--- config.mk ---
export PLATFORM = sky130hd
export DESIGN_NAME = uart_baud_divisor_calc_top
export DESIGN_NICKNAME = d
export VERILOG_FILES = /design/src/design/ubdc_pkg.sv /design/src/design/ubdc_datapath.sv /design/src/design/ubdc_ctrl.sv /design/src/design/uart_baud_divisor_calc_top.sv
export SDC_FILE = /design/constraint.sdc
export NUM_CORES = 1
export LEC_CHECK = 0
export BUFFER_PORTS_ARGS = -buffer_cell sky130_fd_sc_hd__buf_4
export CORE_ASPECT_RATIO = 2
export CORE_UTILIZATION = 35
export CTS_CLUSTER_SIZE = 12
export DETAILED_ROUTE_END_ITERATION = 8
export GPL_TIMING_DRIVEN = 0
export HOLD_SLACK_MARGIN = 0.06
export SYNTH_ARGS = -nofsm -noshare
export SYNTH_HDL_FRONTEND = slang
export SYNTH_SLANG_ARGS = --single-unit
--- constraint.sdc ---
create_clock -name clk_i -period 4.7 [get_ports clk_i]
set_input_delay 0.94 -clock clk_i [delete_from_list [all_inputs] [get_ports clk_i]]
set_output_delay 0.94 -clock clk_i [all_outputs]
set_load 0.05 [all_outputs]
--- src/design/ubdc_pkg.sv ---
// Shared types, constants and helper functions for the UART baud divisor calculator.
// Used by the controller, the datapath and the top level; depends on nothing else.
package ubdc_pkg;

  localparam int unsigned ClkW   = 28;
  localparam int unsigned BaudW  = 22;
  localparam int unsigned CntW   = 5;
  localparam int unsigned BrdW   = 16;
  localparam int unsigned StW    = 2;
  localparam int unsigned DxW    = 4;

  localparam logic [CntW-1:0]  CntLast  = CntW'(ClkW - 1);
  localparam logic [BrdW-1:0]  BrdMax   = 16'hFFFF;
  localparam logic [ClkW-1:0]  QuoOver  = 28'h001_0001;
  localparam logic [DxW-1:0]   DxFirst  = 4'd8;
  localparam logic [DxW-1:0]   DxLast   = 4'd15;

  localparam logic [StW-1:0] StOk    = 2'd0;
  localparam logic [StW-1:0] StFast  = 2'd1;
  localparam logic [StW-1:0] StRange = 2'd2;

  typedef enum logic [2:0] {
    S_IDLE,
    S_DIV,
    S_EVAL,
    S_SDIV,
    S_SEVAL,
    S_FINISH
  } state_e;

  typedef enum logic [2:0] {
    RES_ZERO,
    RES_DIV16,
    RES_DIV1,
    RES_FOUND,
    RES_FAIL
  } res_e;

  typedef struct packed {
    logic load_in;
    logic step;
    logic search_init;
    logic search_next;
    logic res_we;
    res_e res_sel;
    logic out_load;
  } ctrl_cmd_t;

  typedef struct packed {
    logic baud_zero;
    logic cnt_last;
    logic mod16_lt2;
    logic q_over;
    logic rem_lt3;
    logic d_last;
  } ctrl_sts_t;

  typedef struct packed {
    logic [BrdW-1:0] brd;
    logic [StW-1:0]  status;
  } brd_res_t;

  function automatic brd_res_t make_brd(input logic [ClkW-1:0] quo);
    brd_res_t r;
    logic [ClkW-1:0] m2;
    m2 = quo - ClkW'(2);
    if (quo < ClkW'(2)) begin
      r.brd    = '0;
      r.status = StFast;
    end else if (quo > QuoOver) begin
      r.brd    = BrdMax;
      r.status = StRange;
    end else begin
      r.brd    = m2[BrdW-1:0];
      r.status = StOk;
    end
    return r;
  endfunction

endpackage

--- src/design/ubdc_datapath.sv ---
// Datapath of the UART baud divisor calculator: serial restoring divider,
// divider X search registers and result registers. Depends on ubdc_pkg.
module ubdc_datapath (
  input  logic                          clk_i,
  input  logic                          rst_ni,
  input  logic [ubdc_pkg::ClkW-1:0]     src_clk_i,
  input  logic [ubdc_pkg::BaudW-1:0]    baud_i,
  input  ubdc_pkg::ctrl_cmd_t           cmd_i,
  output ubdc_pkg::ctrl_sts_t           sts_o,
  output logic                          x_en_o,
  output logic                          x_one_o,
  output logic [ubdc_pkg::DxW-1:0]      x_div_o,
  output logic [ubdc_pkg::BrdW-1:0]     brd_o,
  output logic [ubdc_pkg::StW-1:0]      status_o
);

  logic [ubdc_pkg::BaudW-1:0] baud_q;
  logic [ubdc_pkg::BaudW-1:0] div_q, div_d;
  logic [ubdc_pkg::BaudW-1:0] rem_q, rem_d;
  logic [ubdc_pkg::ClkW-1:0]  quo_q, quo_d;
  logic [ubdc_pkg::ClkW-1:0]  qsave_q;
  logic [ubdc_pkg::CntW-1:0]  cnt_q, cnt_d;
  logic [ubdc_pkg::DxW-1:0]   dx_q, dx_d;
  logic [ubdc_pkg::BaudW:0]   partial;
  logic [ubdc_pkg::BaudW:0]   diff;
  logic                       ge;
  logic [ubdc_pkg::DxW:0]     dx_plus;

  logic                        res_en_q, res_one_q;
  logic [ubdc_pkg::DxW-1:0]    res_dx_q;
  logic [ubdc_pkg::BrdW-1:0]   res_brd_q;
  logic [ubdc_pkg::StW-1:0]    res_st_q;
  ubdc_pkg::brd_res_t          mb16, mb1, mbq;

  assign partial = {rem_q, quo_q[ubdc_pkg::ClkW-1]};
  assign diff    = partial - {1'b0, div_q};
  assign ge      = partial >= {1'b0, div_q};
  assign dx_plus = {1'b0, dx_q} + (ubdc_pkg::DxW+1)'(2);

  always_comb begin
    div_d = div_q;
    rem_d = rem_q;
    quo_d = quo_q;
    cnt_d = cnt_q;
    dx_d  = dx_q;
    if (cmd_i.load_in) begin
      div_d = baud_i;
      rem_d = '0;
      quo_d = src_clk_i;
      cnt_d = '0;
    end else if (cmd_i.search_init) begin
      div_d = ubdc_pkg::BaudW'({1'b0, ubdc_pkg::DxFirst} + (ubdc_pkg::DxW+1)'(1));
      rem_d = '0;
      quo_d = quo_q;
      cnt_d = '0;
      dx_d  = ubdc_pkg::DxFirst;
    end else if (cmd_i.search_next) begin
      div_d = ubdc_pkg::BaudW'(dx_plus);
      rem_d = '0;
      quo_d = qsave_q;
      cnt_d = '0;
      dx_d  = dx_q + ubdc_pkg::DxW'(1);
    end else if (cmd_i.step) begin
      rem_d = ge ? diff[ubdc_pkg::BaudW-1:0] : partial[ubdc_pkg::BaudW-1:0];
      quo_d = {quo_q[ubdc_pkg::ClkW-2:0], ge};
      cnt_d = cnt_q + ubdc_pkg::CntW'(1);
    end
  end

  always_ff @(posedge clk_i or negedge rst_ni) begin
    if (!rst_ni) begin
      cnt_q <= '0;
    end else begin
      cnt_q <= cnt_d;
    end
  end

  always_ff @(posedge clk_i) begin
    div_q <= div_d;
    rem_q <= rem_d;
    quo_q <= quo_d;
    dx_q  <= dx_d;
    if (cmd_i.load_in) begin
      baud_q <= baud_i;
    end
    if (cmd_i.search_init) begin
      qsave_q <= quo_q;
    end
  end

  assign mb16 = ubdc_pkg::make_brd({4'd0, quo_q[ubdc_pkg::ClkW-1:4]});
  assign mb1  = ubdc_pkg::make_brd(quo_q);
  assign mbq  = mb1;

  always_ff @(posedge clk_i) begin
    if (cmd_i.res_we) begin
      unique case (cmd_i.res_sel)
        ubdc_pkg::RES_ZERO: begin
          res_en_q  <= 1'b0;
          res_one_q <= 1'b0;
          res_dx_q  <= '0;
          res_brd_q <= ubdc_pkg::BrdMax;
          res_st_q  <= ubdc_pkg::StRange;
        end
        ubdc_pkg::RES_DIV16: begin
          res_en_q  <= 1'b0;
          res_one_q <= 1'b0;
          res_dx_q  <= '0;
          res_brd_q <= mb16.brd;
          res_st_q  <= mb16.status;
        end
        ubdc_pkg::RES_DIV1: begin
          res_en_q  <= 1'b1;
          res_one_q <= 1'b1;
          res_dx_q  <= '0;
          res_brd_q <= mb1.brd;
          res_st_q  <= mb1.status;
        end
        ubdc_pkg::RES_FOUND: begin
          res_en_q  <= 1'b1;
          res_one_q <= 1'b0;
          res_dx_q  <= dx_q;
          res_brd_q <= mbq.brd;
          res_st_q  <= mbq.status;
        end
        default: begin
          res_en_q  <= 1'b1;
          res_one_q <= 1'b0;
          res_dx_q  <= '0;
          res_brd_q <= ubdc_pkg::BrdMax;
          res_st_q  <= ubdc_pkg::StRange;
        end
      endcase
    end
    if (cmd_i.out_load) begin
      x_en_o   <= res_en_q;
      x_one_o  <= res_one_q;
      x_div_o  <= res_dx_q;
      brd_o    <= res_brd_q;
      status_o <= res_st_q;
    end
  end

  assign sts_o.baud_zero = (baud_q == '0);
  assign sts_o.cnt_last  = (cnt_q == ubdc_pkg::CntLast);
  assign sts_o.mod16_lt2 = (quo_q[3:0] < 4'd2);
  assign sts_o.q_over    = (quo_q > ubdc_pkg::QuoOver);
  assign sts_o.rem_lt3   = (rem_q < ubdc_pkg::BaudW'(3));
  assign sts_o.d_last    = (dx_q == ubdc_pkg::DxLast);

`ifndef NO_ASSERTIONS
  a_search_divisor: assert property (@(posedge clk_i) disable iff (!rst_ni)
    cmd_i.search_init |=> (div_q == ubdc_pkg::BaudW'(9)) && (dx_q == ubdc_pkg::DxFirst))
    else $error("search did not start at divider X of eight");
  a_step_count: assert property (@(posedge clk_i) disable iff (!rst_ni)
    (cmd_i.step && !cmd_i.load_in && !cmd_i.search_init && !cmd_i.search_next)
      |=> cnt_q == $past(cnt_q) + ubdc_pkg::CntW'(1))
    else $error("divider step count did not advance");
`endif

endmodule

--- src/design/ubdc_ctrl.sv ---
// Controller state machine of the UART baud divisor calculator.
// Sequences the datapath and owns both handshakes. Depends on ubdc_pkg.
module ubdc_ctrl (
  input  logic                 clk_i,
  input  logic                 rst_ni,
  input  logic                 in_valid_i,
  output logic                 in_ready_o,
  output logic                 out_valid_o,
  input  logic                 out_ready_i,
  input  ubdc_pkg::ctrl_sts_t  sts_i,
  output ubdc_pkg::ctrl_cmd_t  cmd_o
);

  ubdc_pkg::state_e state_q, state_d;
  logic             out_valid_q, out_valid_d;
  logic             out_free;

  assign out_free    = !out_valid_q || out_ready_i;
  assign in_ready_o  = (state_q == ubdc_pkg::S_IDLE);
  assign out_valid_o = out_valid_q;

  always_comb begin
    state_d = state_q;
    unique case (state_q)
      ubdc_pkg::S_IDLE:   if (in_valid_i) state_d = ubdc_pkg::S_DIV;
      ubdc_pkg::S_DIV:    if (sts_i.cnt_last) state_d = ubdc_pkg::S_EVAL;
      ubdc_pkg::S_EVAL: begin
        if (!sts_i.baud_zero && !sts_i.mod16_lt2 && sts_i.q_over) begin
          state_d = ubdc_pkg::S_SDIV;
        end else begin
          state_d = ubdc_pkg::S_FINISH;
        end
      end
      ubdc_pkg::S_SDIV:   if (sts_i.cnt_last) state_d = ubdc_pkg::S_SEVAL;
      ubdc_pkg::S_SEVAL: begin
        if (sts_i.rem_lt3 || sts_i.d_last) begin
          state_d = ubdc_pkg::S_FINISH;
        end else begin
          state_d = ubdc_pkg::S_SDIV;
        end
      end
      ubdc_pkg::S_FINISH: if (out_free) state_d = ubdc_pkg::S_IDLE;
      default:            state_d = ubdc_pkg::S_IDLE;
    endcase
  end

  always_comb begin
    cmd_o         = '0;
    cmd_o.res_sel = ubdc_pkg::RES_FAIL;
    unique case (state_q)
      ubdc_pkg::S_IDLE:   cmd_o.load_in = in_valid_i;
      ubdc_pkg::S_DIV:    cmd_o.step = 1'b1;
      ubdc_pkg::S_EVAL: begin
        if (sts_i.baud_zero) begin
          cmd_o.res_we  = 1'b1;
          cmd_o.res_sel = ubdc_pkg::RES_ZERO;
        end else if (sts_i.mod16_lt2) begin
          cmd_o.res_we  = 1'b1;
          cmd_o.res_sel = ubdc_pkg::RES_DIV16;
        end else if (sts_i.q_over) begin
          cmd_o.search_init = 1'b1;
        end else begin
          cmd_o.res_we  = 1'b1;
          cmd_o.res_sel = ubdc_pkg::RES_DIV1;
        end
      end
      ubdc_pkg::S_SDIV:   cmd_o.step = 1'b1;
      ubdc_pkg::S_SEVAL: begin
        if (sts_i.rem_lt3) begin
          cmd_o.res_we  = 1'b1;
          cmd_o.res_sel = ubdc_pkg::RES_FOUND;
        end else if (sts_i.d_last) begin
          cmd_o.res_we  = 1'b1;
          cmd_o.res_sel = ubdc_pkg::RES_FAIL;
        end else begin
          cmd_o.search_next = 1'b1;
        end
      end
      ubdc_pkg::S_FINISH: cmd_o.out_load = out_free;
      default:            cmd_o = '0;
    endcase
  end

  always_comb begin
    out_valid_d = out_valid_q;
    if (cmd_o.out_load) begin
      out_valid_d = 1'b1;
    end else if (out_ready_i) begin
      out_valid_d = 1'b0;
    end
  end

  always_ff @(posedge clk_i or negedge rst_ni) begin
    if (!rst_ni) begin
      state_q     <= ubdc_pkg::S_IDLE;
      out_valid_q <= 1'b0;
    end else begin
      state_q     <= state_d;
      out_valid_q <= out_valid_d;
    end
  end

`ifndef NO_ASSERTIONS
  a_accept_starts_div: assert property (@(posedge clk_i) disable iff (!rst_ni)
    (state_q == ubdc_pkg::S_IDLE && in_valid_i) |=> state_q == ubdc_pkg::S_DIV)
    else $error("accepted request did not start the division");
  a_finish_delivers: assert property (@(posedge clk_i) disable iff (!rst_ni)
    (state_q == ubdc_pkg::S_FINISH && out_free) |=> out_valid_q && state_q == ubdc_pkg::S_IDLE)
    else $error("finished result was not presented");
  a_search_continues: assert property (@(posedge clk_i) disable iff (!rst_ni)
    (state_q == ubdc_pkg::S_SEVAL && !sts_i.rem_lt3 && !sts_i.d_last)
      |=> state_q == ubdc_pkg::S_SDIV)
    else $error("divider X search stopped early");
`endif

endmodule

--- src/design/uart_baud_divisor_calc_top.sv ---
// Top level of the UART baud divisor calculator: APB register, stream ports,
// controller and datapath. Depends on ubdc_pkg, ubdc_ctrl and ubdc_datapath.
//
// A request on the slave stream carries a baud rate; the matching result on the
// master stream carries the divider X enable, divide-by-one select, divider X,
// BRD value and a status code. The source clock frequency is set through the
// APB register at address 0 (reset value 12000000); the user must write it only
// while no request is active; the block itself does not enforce this. A request
// is taken only when the block is idle. It runs one serial restoring division of
// clock by baud rate, then one evaluation step. When the divide-by-one BRD
// overflows, the divider X search runs up to eight more divisions. Requests are
// handled one at a time: the next one can be taken once the result has been
// loaded into the output register and the controller is back in idle. A finished
// result waits in the output register while a new request is already taken; if
// the receiver still stalls when the next result is done, the block holds it
// until the output register frees up.
// Reset drops m_axis_tvalid and returns the controller to idle.
module uart_baud_divisor_calc_top (
  input  logic        clk_i,
  input  logic        rst_ni,
  input  logic        psel,
  input  logic        penable,
  input  logic        pwrite,
  input  logic [2:0]  paddr,
  input  logic [31:0] pwdata,
  output logic [31:0] prdata,
  output logic        pready,
  input  logic        s_axis_tvalid,
  output logic        s_axis_tready,
  input  logic [23:0] s_axis_tdata,   // [21:0] baud_rate, [23:22] zero
  output logic        m_axis_tvalid,
  input  logic        m_axis_tready,
  output logic [23:0] m_axis_tdata,   // [0] xdiv_enable, [1] xdiv_one,
                                      // [5:2] xdiv, [21:6] brd, [23:22] zero
  output logic [1:0]  m_axis_tuser    // [1:0] status
);

  logic [ubdc_pkg::ClkW-1:0] src_clk_q;
  ubdc_pkg::ctrl_cmd_t       cmd;
  ubdc_pkg::ctrl_sts_t       sts;
  logic                      x_en, x_one;
  logic [ubdc_pkg::DxW-1:0]  x_div;
  logic [ubdc_pkg::BrdW-1:0] brd;
  logic [ubdc_pkg::StW-1:0]  status;

  assign pready = 1'b1;
  assign prdata = paddr[2] ? 32'd0 : {4'd0, src_clk_q};

  always_ff @(posedge clk_i or negedge rst_ni) begin
    if (!rst_ni) begin
      src_clk_q <= 28'd12000000;
    end else if (psel && penable && pwrite && !paddr[2]) begin
      src_clk_q <= pwdata[ubdc_pkg::ClkW-1:0];
    end
  end

  ubdc_ctrl u_ctrl (
    .clk_i       (clk_i),
    .rst_ni      (rst_ni),
    .in_valid_i  (s_axis_tvalid),
    .in_ready_o  (s_axis_tready),
    .out_valid_o (m_axis_tvalid),
    .out_ready_i (m_axis_tready),
    .sts_i       (sts),
    .cmd_o       (cmd)
  );

  ubdc_datapath u_datapath (
    .clk_i     (clk_i),
    .rst_ni    (rst_ni),
    .src_clk_i (src_clk_q),
    .baud_i    (s_axis_tdata[ubdc_pkg::BaudW-1:0]),
    .cmd_i     (cmd),
    .sts_o     (sts),
    .x_en_o    (x_en),
    .x_one_o   (x_one),
    .x_div_o   (x_div),
    .brd_o     (brd),
    .status_o  (status)
  );

  assign m_axis_tdata = {2'b00, brd, x_div, x_one, x_en};
  assign m_axis_tuser = status;

endmodule

==> impl_metrics.py, run 1 <==
metrics = {
    "status": {
        "status": "finished clean",
    },
    "timing": {
        "fin_crit_ns": 3.97,
        "rsz0062_at_grt": "false",
        "slew_violations": 0,
        "fmax_ghz": 0.252,
        "fin_skew_ns": 0.00878,
        "period_share_pct": 84.5,
        "worst_slew_pin_slew_ns": 1.39,
        "max_slew_margin_pct": 6.31,
        "setup_violations": 0,
        "fin_hold_ws_ns": 0.409,
        "hold_viol_final": 0,
    },
    "cts": {
        "clk_latency_ns": 0.52,
        "ctsResizeCount": 0,
        "htreeDepth": 1,
        "cts_max_path_buffers": 3,
        "post_cts_buffers": 0,
        "postCtsHoldBufs": 0,
        "cts_inserted_buffers": 22,
        "clock-sinks": 211,
        "clk_pin_slew_ns": 0.06,
        "clock-root-buffer": "clkbuf_16",
        "cts_tree": "done",
    },
    "logic_synthesis": {
        "async_flop_share_pct": 17.5,
        "synth_edf_count": 152,
        "ys_types": 68,
        "syn_inst": 917,
        "synth-seq-cells": 211,
        "synth_top_area_cell": "edfxtp_1",
        "yosysSeqAreaShare_pct": 56.6,
        "synth_area_per_cell_um2": 11.5,
        "yosys-top-cells-area": "edfxtp_1 43%, dfrtp_1 6.4%, dfxtp_1 4.2%",
        "synth_top_area_share_pct": 43.4,
        "syn_area_um2": 10500,
        "yosysWarnings": 0,
        "synth_flop_cell": "edfxtp_1",
    },
    "floorplanning": {
        "die_h_um": 247,
        "dieArea_um2": 30800,
        "start_util_pct": 35.6,
        "rows": 89,
        "die_w_um": 125,
        "core-area_um2": 29500,
        "ios": 127,
    },
    "critical_path": {
        "cp_max_fo": 27,
        "reg2reg_depth": 7,
        "cp-start-kind": "register",
        "arrival_ns": 4.10,
        "cpMostUsedCell": "nand2_1",
        "worst_path_max_delay_cell": "nor3_1",
        "crit_chain": "clkbuf_1, nor3_1, nand2_1, nand2_1, nor2_1, buf_2, inv_1",
        "worstSetupPathType": "register to register",
        "critPathRequiredTime_ns": 4.83,
        "slowest_delay_ns": 1.14,
        "cp-end-kind": "register",
    },
    "global_route": {
        "overflow": 0,
        "grt_pass1_wl_mm": 40.6,
        "antenna_found_initial": 0,
        "grt_pass1_vias": 7707,
        "grt_max_degree": 38,
        "grt.total_usage_pct": 17.0,
    },
    "detailed_routing": {
        "wl_per_cell_um": 18.0,
        "dr.pass1.iters": 4,
        "routed_wl_mm": 25.9,
        "viasPerCell": 5.16,
        "drtAntennaViolNets": 0,
        "drcViolationCount": 0,
        "drt_iter0_drc": 298,
        "routed-via-count": 7429,
    },
    "layout": {
        "syn2layout_area_growth_pct": 19.2,
        "antennaDiodeCount": 0,
        "drive_above_1_share_pct": 21.1,
        "fill_cells": 2834,
        "multiInputGateArea_um2": 4200,
        "regArea_um2": 5940,
        "finalInstanceArea_um2": 12500,
        "num-nets-final": 1154,
    },
    "job": {
        "cap_violations": 0,
    },
    "pwr": {
        "peakVddDrop_uv": 271,
        "power_leakage_uw": 0.00495,
        "p_per_area_nw_per_um2": 699,
    },
    "placed_design": {
        "io_buffers": 111,
        "hpwlAfterDp_mm": 19.9,
        "place_congestion": 0.875,
        "place_area_um2": 11900,
    },
    "min_path": {
        "min_path_type": "input pin to async pin",
    },
}
critical path: cells and delay by family (launching register included):
| kind | cells | cell delay [ns] |
|---|---|---|
| flops | 1 | 0.36 |
| buf+inv | 3 | 1.26 |
| simple gates | 4 | 1.94 |
synth_stat cells (10+ instances only):
| library cell | instances |
|---|---|
| xnor2_1 | 24 |
| nor3_1 | 21 |
| xor2_1 | 22 |
| mux2i_1 | 43 |
| nor4_1 | 11 |
| inv_1 | 33 |
| edfxtp_1 | 152 |
| nand3_1 | 13 |
| ha_1 | 27 |
| nor2_1 | 48 |
| a21oi_1 | 56 |
| nand2_1 | 77 |
| dfrtp_1 | 27 |
| o21ai_0 | 61 |
| clkbuf_1 | 33 |
| or3_1 | 12 |
| and3_1 | 21 |
| mux2_2 | 31 |
| dfxtp_1 | 22 |
| nor2b_1 | 36 |
| a21o_1 | 11 |
| dfstp_2 | 10 |
where the power goes:
part / internal [µW] / switching (µW) / leakage (µW)
logic: 1530 / 2390 / 0.00267
clock network: 925 / 691 / 0.000307
registers: 2790 / 441 / 0.00197
cell type report:
class / instances / area share [%]
clock buffers: 38 / 5.12
multi-input cells: 621 / 33.5
inverters: 34 / 1.02
well taps: 364 / 3.63
flip-flops and latches: 211 / 47.4
clock inverters: 2 / 0.120
repair buffers: 114 / 6.98
plain buffers: 56 / 2.18
metal layers:
metal  global-route usage [%]  routed length [µm]  vias up  part of all wire [%]
met2                     34.0               14500      167                    56
met1                     16.4                9280     3581                    36
li1                         -                   -     3617                     -
met4                     9.74                1310        0                   5.1
met5                        0                   0        -                     0
met3                     1.88                 802       64                   3.1
sequential cells by signal, indices dropped and copies added, names as in the netlist:
| signal | flops |
|---|---|
| u_datapath.cnt_q | 5 |
| u_datapath.quo_q | 28 |
| u_ctrl.state_q | 3 |
| u_datapath.baud_q | 22 |
| u_datapath.div_q | 22 |
| u_datapath.dx_q | 4 |
| u_datapath.res_dx_q | 4 |
| u_datapath.x_div_o | 4 |
| u_datapath.res_one_q | 1 |
| u_datapath.rem_q | 22 |
| u_datapath.x_en_o | 1 |
| u_datapath.res_st_q | 2 |
| u_datapath.brd_o | 16 |
| u_datapath.qsave_q | 28 |
| u_datapath.x_one_o | 1 |
| u_datapath.status_o | 2 |
| u_datapath.res_en_q | 1 |
| u_datapath.res_brd_q | 16 |
| src_clk_q | 28 |
| u_ctrl.out_valid_o | 1 |
layout by cell type (no fill, tap or decap), drive strengths merged, types with 4 or more instances in the layout:
master / count
and3: 21
dfxtp: 22
nor2b: 36
a31oi: 7
o21bai: 4
nand2b: 8
and2: 6
a211oi: 8
a21o: 11
o31ai: 5
nor2: 48
conb: 7
clkbuf: 71
xnor2: 24
dfrtp: 27
nand3: 13
edfxtp: 152
o21ai: 63
nand2: 77
a21oi: 56
mux2i: 43
xor2: 22
nor3: 24
mux2: 31
or2: 6
or3: 13
buf: 137
ha: 27
inv: 33
nand4: 8
nor4: 11
dfstp: 10
o221ai: 9
metrics by stage:
stage / total power [µW] / setup WS, ns / cells / setup TNS (ns) / utilization, %
global route: 9390 / 0.495 / 1440 / 0 / 42.5
detailed placement: 7180 / 0.453 / 1400 / 0 / 40.2
global placement: 7110 / -0.454 / 1397 / -11.17 / 40.0
CTS: 8830 / 0.455 / 1440 / 0 / 42.4
floorplan: 6060 / 0.516 / 922 / 0 / -
finish: 8760 / 0.727 / 1440 / 0 / 42.5
final timing paths:
path / startpoint / end / slack, ns
min in group clk_i: u_datapath.res_brd_q[13]$_DFFE_PP_ / u_datapath.brd_o[13]$_DFFE_PP_ / 0.42
worst max register to register: u_ctrl.state_q[0]$_DFFE_PN0P_ / u_datapath.div_q[13]$_SDFFCE_PN0P_ / 0.73
max in group asynchronous: rst_ni / u_ctrl.out_valid_o$_DFFE_PN0P_ / 3.88
worst min register to register: u_datapath.res_brd_q[13]$_DFFE_PP_ / u_datapath.brd_o[13]$_DFFE_PP_ / 0.42
worst min-delay path: rst_ni / src_clk_q[14]$_DFFE_PN0P_ / 0.41
worst max-delay path: u_ctrl.state_q[0]$_DFFE_PN0P_ / u_datapath.div_q[13]$_SDFFCE_PN0P_ / 0.73
cells by family after synthesis:
kind of cell             count (synthesis)  share of synthesized area (%)
buffers and inverters                   90                           3.79
other                                    2                         0.0715
AO/OA/AOI/OAI                          183                           11.0
adder cells (fa/ha/maj)                 28                           3.41
AND/OR/NAND/NOR                        283                           13.9
XOR/XNOR                                46                           3.83
multiplexers                            74                           7.42
flip-flops                             211                           56.6
Note: power is estimated with default switching activity, not from simulation.
==> run 2, diff against run 1 <==
Clock period 4.7 ns to 3.7 ns, I/O delays scaled along.
==> run 2 against run 1 <==
Effect of this change:
- utilization is 0.17 points higher
- routed wire length is 3.3% higher
- worst setup slack worse by 0.47 ns
- maximum frequency is 15% higher
- final area is 0.40% higher
- global-route usage is 0.52 points higher
- first-iteration DRC count is 7.0% higher
==> impl_metrics.py, run 2 (synthesis gave the netlist of run 1 again) <==
metrics = {
    "status": {
        "status": "finished clean",
    },
    "pwr": {
        "power_leakage_uw": 0.00496,
        "peakVddDrop_uv": 376,
        "p_comb_share_pct": 45.2,
        "power_uw": 11300,
        "swShare_pct": 40.7,
        "p_per_area_nw_per_um2": 895,
        "internal_power_uw": 6680,
        "p_switching_uw": 4580,
        "seqPwrFrac_pct": 36.4,
        "pwr-share-clk_pct": 18.4,
    },
    "floorplanning": {
        "ios": 127,
        "rows": 89,
        "core-area_um2": 29500,
        "start_util_pct": 35.6,
        "die_w_um": 125,
        "dieArea_um2": 30800,
        "die_h_um": 247,
    },
    "global_route": {
        "grt_max_degree": 38,
        "grt_pass1_vias": 7891,
        "overflow": 0,
        "grt_pass1_wl_mm": 41.8,
        "grt.total_usage_pct": 17.5,
        "antenna_found_initial": 0,
    },
    "cts": {
        "clk_pin_slew_ns": 0.06,
        "cts_inserted_buffers": 22,
        "cts_max_path_buffers": 3,
        "htreeDepth": 1,
        "postCtsHoldBufs": 0,
        "clk_latency_ns": 0.52,
        "cts_tree": "done",
        "clock-sinks": 211,
        "clock-root-buffer": "clkbuf_16",
    },
    "timing": {
        "rsz0062_at_grt": "false",
        "hold_viol_final": 0,
        "worst_slew_pin_slew_ns": 0.904,
        "max_slew_margin_pct": 39.7,
        "setup_violations": 0,
        "fin_crit_ns": 3.45,
        "fin_skew_ns": 0.0157,
        "fmax_ghz": 0.290,
        "fin_hold_ws_ns": 0.196,
        "slew_violations": 0,
        "period_share_pct": 93.2,
    },
    "detailed_routing": {
        "dr.pass1.iters": 5,
        "routed_wl_mm": 26.8,
        "drcViolationCount": 0,
        "routed-via-count": 7464,
        "viasPerCell": 5.18,
        "wl_per_cell_um": 18.6,
        "drt_iter0_drc": 319,
        "drtAntennaViolNets": 0,
    },
    "layout": {
        "antennaDiodeCount": 0,
        "drive_above_1_share_pct": 21.8,
        "fin_cells": 1441,
        "syn2layout_area_growth_pct": 19.7,
        "final_common_cell": "edfxtp_1",
        "top_regs": "src_clk_q (28), u_datapath.qsave_q (28), u_datapath.quo_q (28)",
        "fill_cells": 2874,
        "finalInstanceArea_um2": 12600,
        "num-nets-final": 1156,
        "mostFrequentLayoutCells": "152 x edfxtp_1, 120 x buf_4, 77 x nand2_1, 59 x o21ai_0, 56 x a21oi_1",
    },
    "critical_path": {
        "regToRegSetupSlack_ns": 0.25,
        "worstSetupPathType": "register to register",
        "cp_max_fo": 10,
        "critPathRequiredTime_ns": 3.94,
        "cp-start-kind": "register",
        "arrival_ns": 3.69,
        "cp-end-kind": "register",
    },
    "job": {
        "cap_violations": 0,
    },
    "placed_design": {
        "place_area_um2": 11900,
        "io_buffers": 111,
        "hpwlAfterDp_mm": 20.2,
        "place_congestion": 0.886,
        "place_inst": 1400,
    },
    "min_path": {
        "min_path_type": "input pin to async pin",
    },
}
## run 2: per-stage QoR
stage               util [%]  worst slack (ns)  TNS, ns
floorplan                  -             0.184        0
detailed placement      40.2            -0.591   -20.99
finish                  42.6             0.253        0
global placement        40.0            -0.818   -53.59
global route            42.6            0.0472        0
CTS                     42.5            0.0216        0
## run 2: path summary, 6_finish.rpt
kind | cells after the start | endpoint | start
max | 9 | u_datapath.res_brd_q[1]$_DFFE_PP_ | u_datapath.quo_q[5]$_DFFE_PP_
min | 1 | src_clk_q[14]$_DFFE_PN0P_ | rst_ni
max reg2reg | 9 | u_datapath.res_brd_q[1]$_DFFE_PP_ | u_datapath.quo_q[5]$_DFFE_PP_
min reg2reg | 0 | u_datapath.status_o[1]$_DFFE_PP_ | u_datapath.res_st_q[1]$_DFFE_PP_
max in group asynchronous | 1 | src_clk_q[23]$_DFFE_PN1P_ | rst_ni
min in group clk_i | 1 | u_datapath.baud_q[9]$_DFFE_PP_ | s_axis_tdata[9]
## run 2: cell type report
type / instances / area [µm²] / share of cell area, %
buffer: 56 / 273 / 2.17
multi-input combinational: 621 / 4220 / 33.6
clock inverter: 4 / 21.3 / 0.169
timing repair inverter: 1 / 7.51 / 0.0597
sequential: 211 / 5940 / 47.2
inverter: 34 / 131 / 1.04
tap: 364 / 455 / 3.62
timing repair buffer: 115 / 895 / 7.11
clock buffer: 35 / 631 / 5.01
## run 2: power by group through the flow
stage / Combinational, µW / Sequential, µW / Clock, µW
6_report: 5090 / 4100 / 2070
5_1_grt: 5630 / 4190 / 2220
4_1_cts: 5040 / 4100 / 2130
3_5_place_dp: 5000 / 4150 / 0
3_3_place_gp: 4880 / 4140 / 0
2_1_floorplan: 3690 / 4010 / 0
## run 2: timing repair
item	CTS	global route
endpoints found under the setup margin	59	29
resized for setup	4	4
hold endpoints to repair	0	0
buffers inserted	0	1
cloned	0	1
## run 2: routing by layer
metal  wire length, µm  vias to the layer above  track usage, %
met2             15100                      167            34.9
met3               761                       74            2.08
met1              9320                     3613            16.5
met5                 0                        -               0
met4              1580                        0            11.3
li1                  -                     3610               -
## run 2: critical path, cell delays in order, from the launching register on
cell and delay, ns:
edfxtp_1 0.38, clkbuf_1 0.21, nor4_1 0.40, and2_1 0.26, nand2_1 0.14, nor3_2 0.38, nand2_1 0.12, a21oi_1 0.71
a21oi_1 0.15, or3_1 0.42
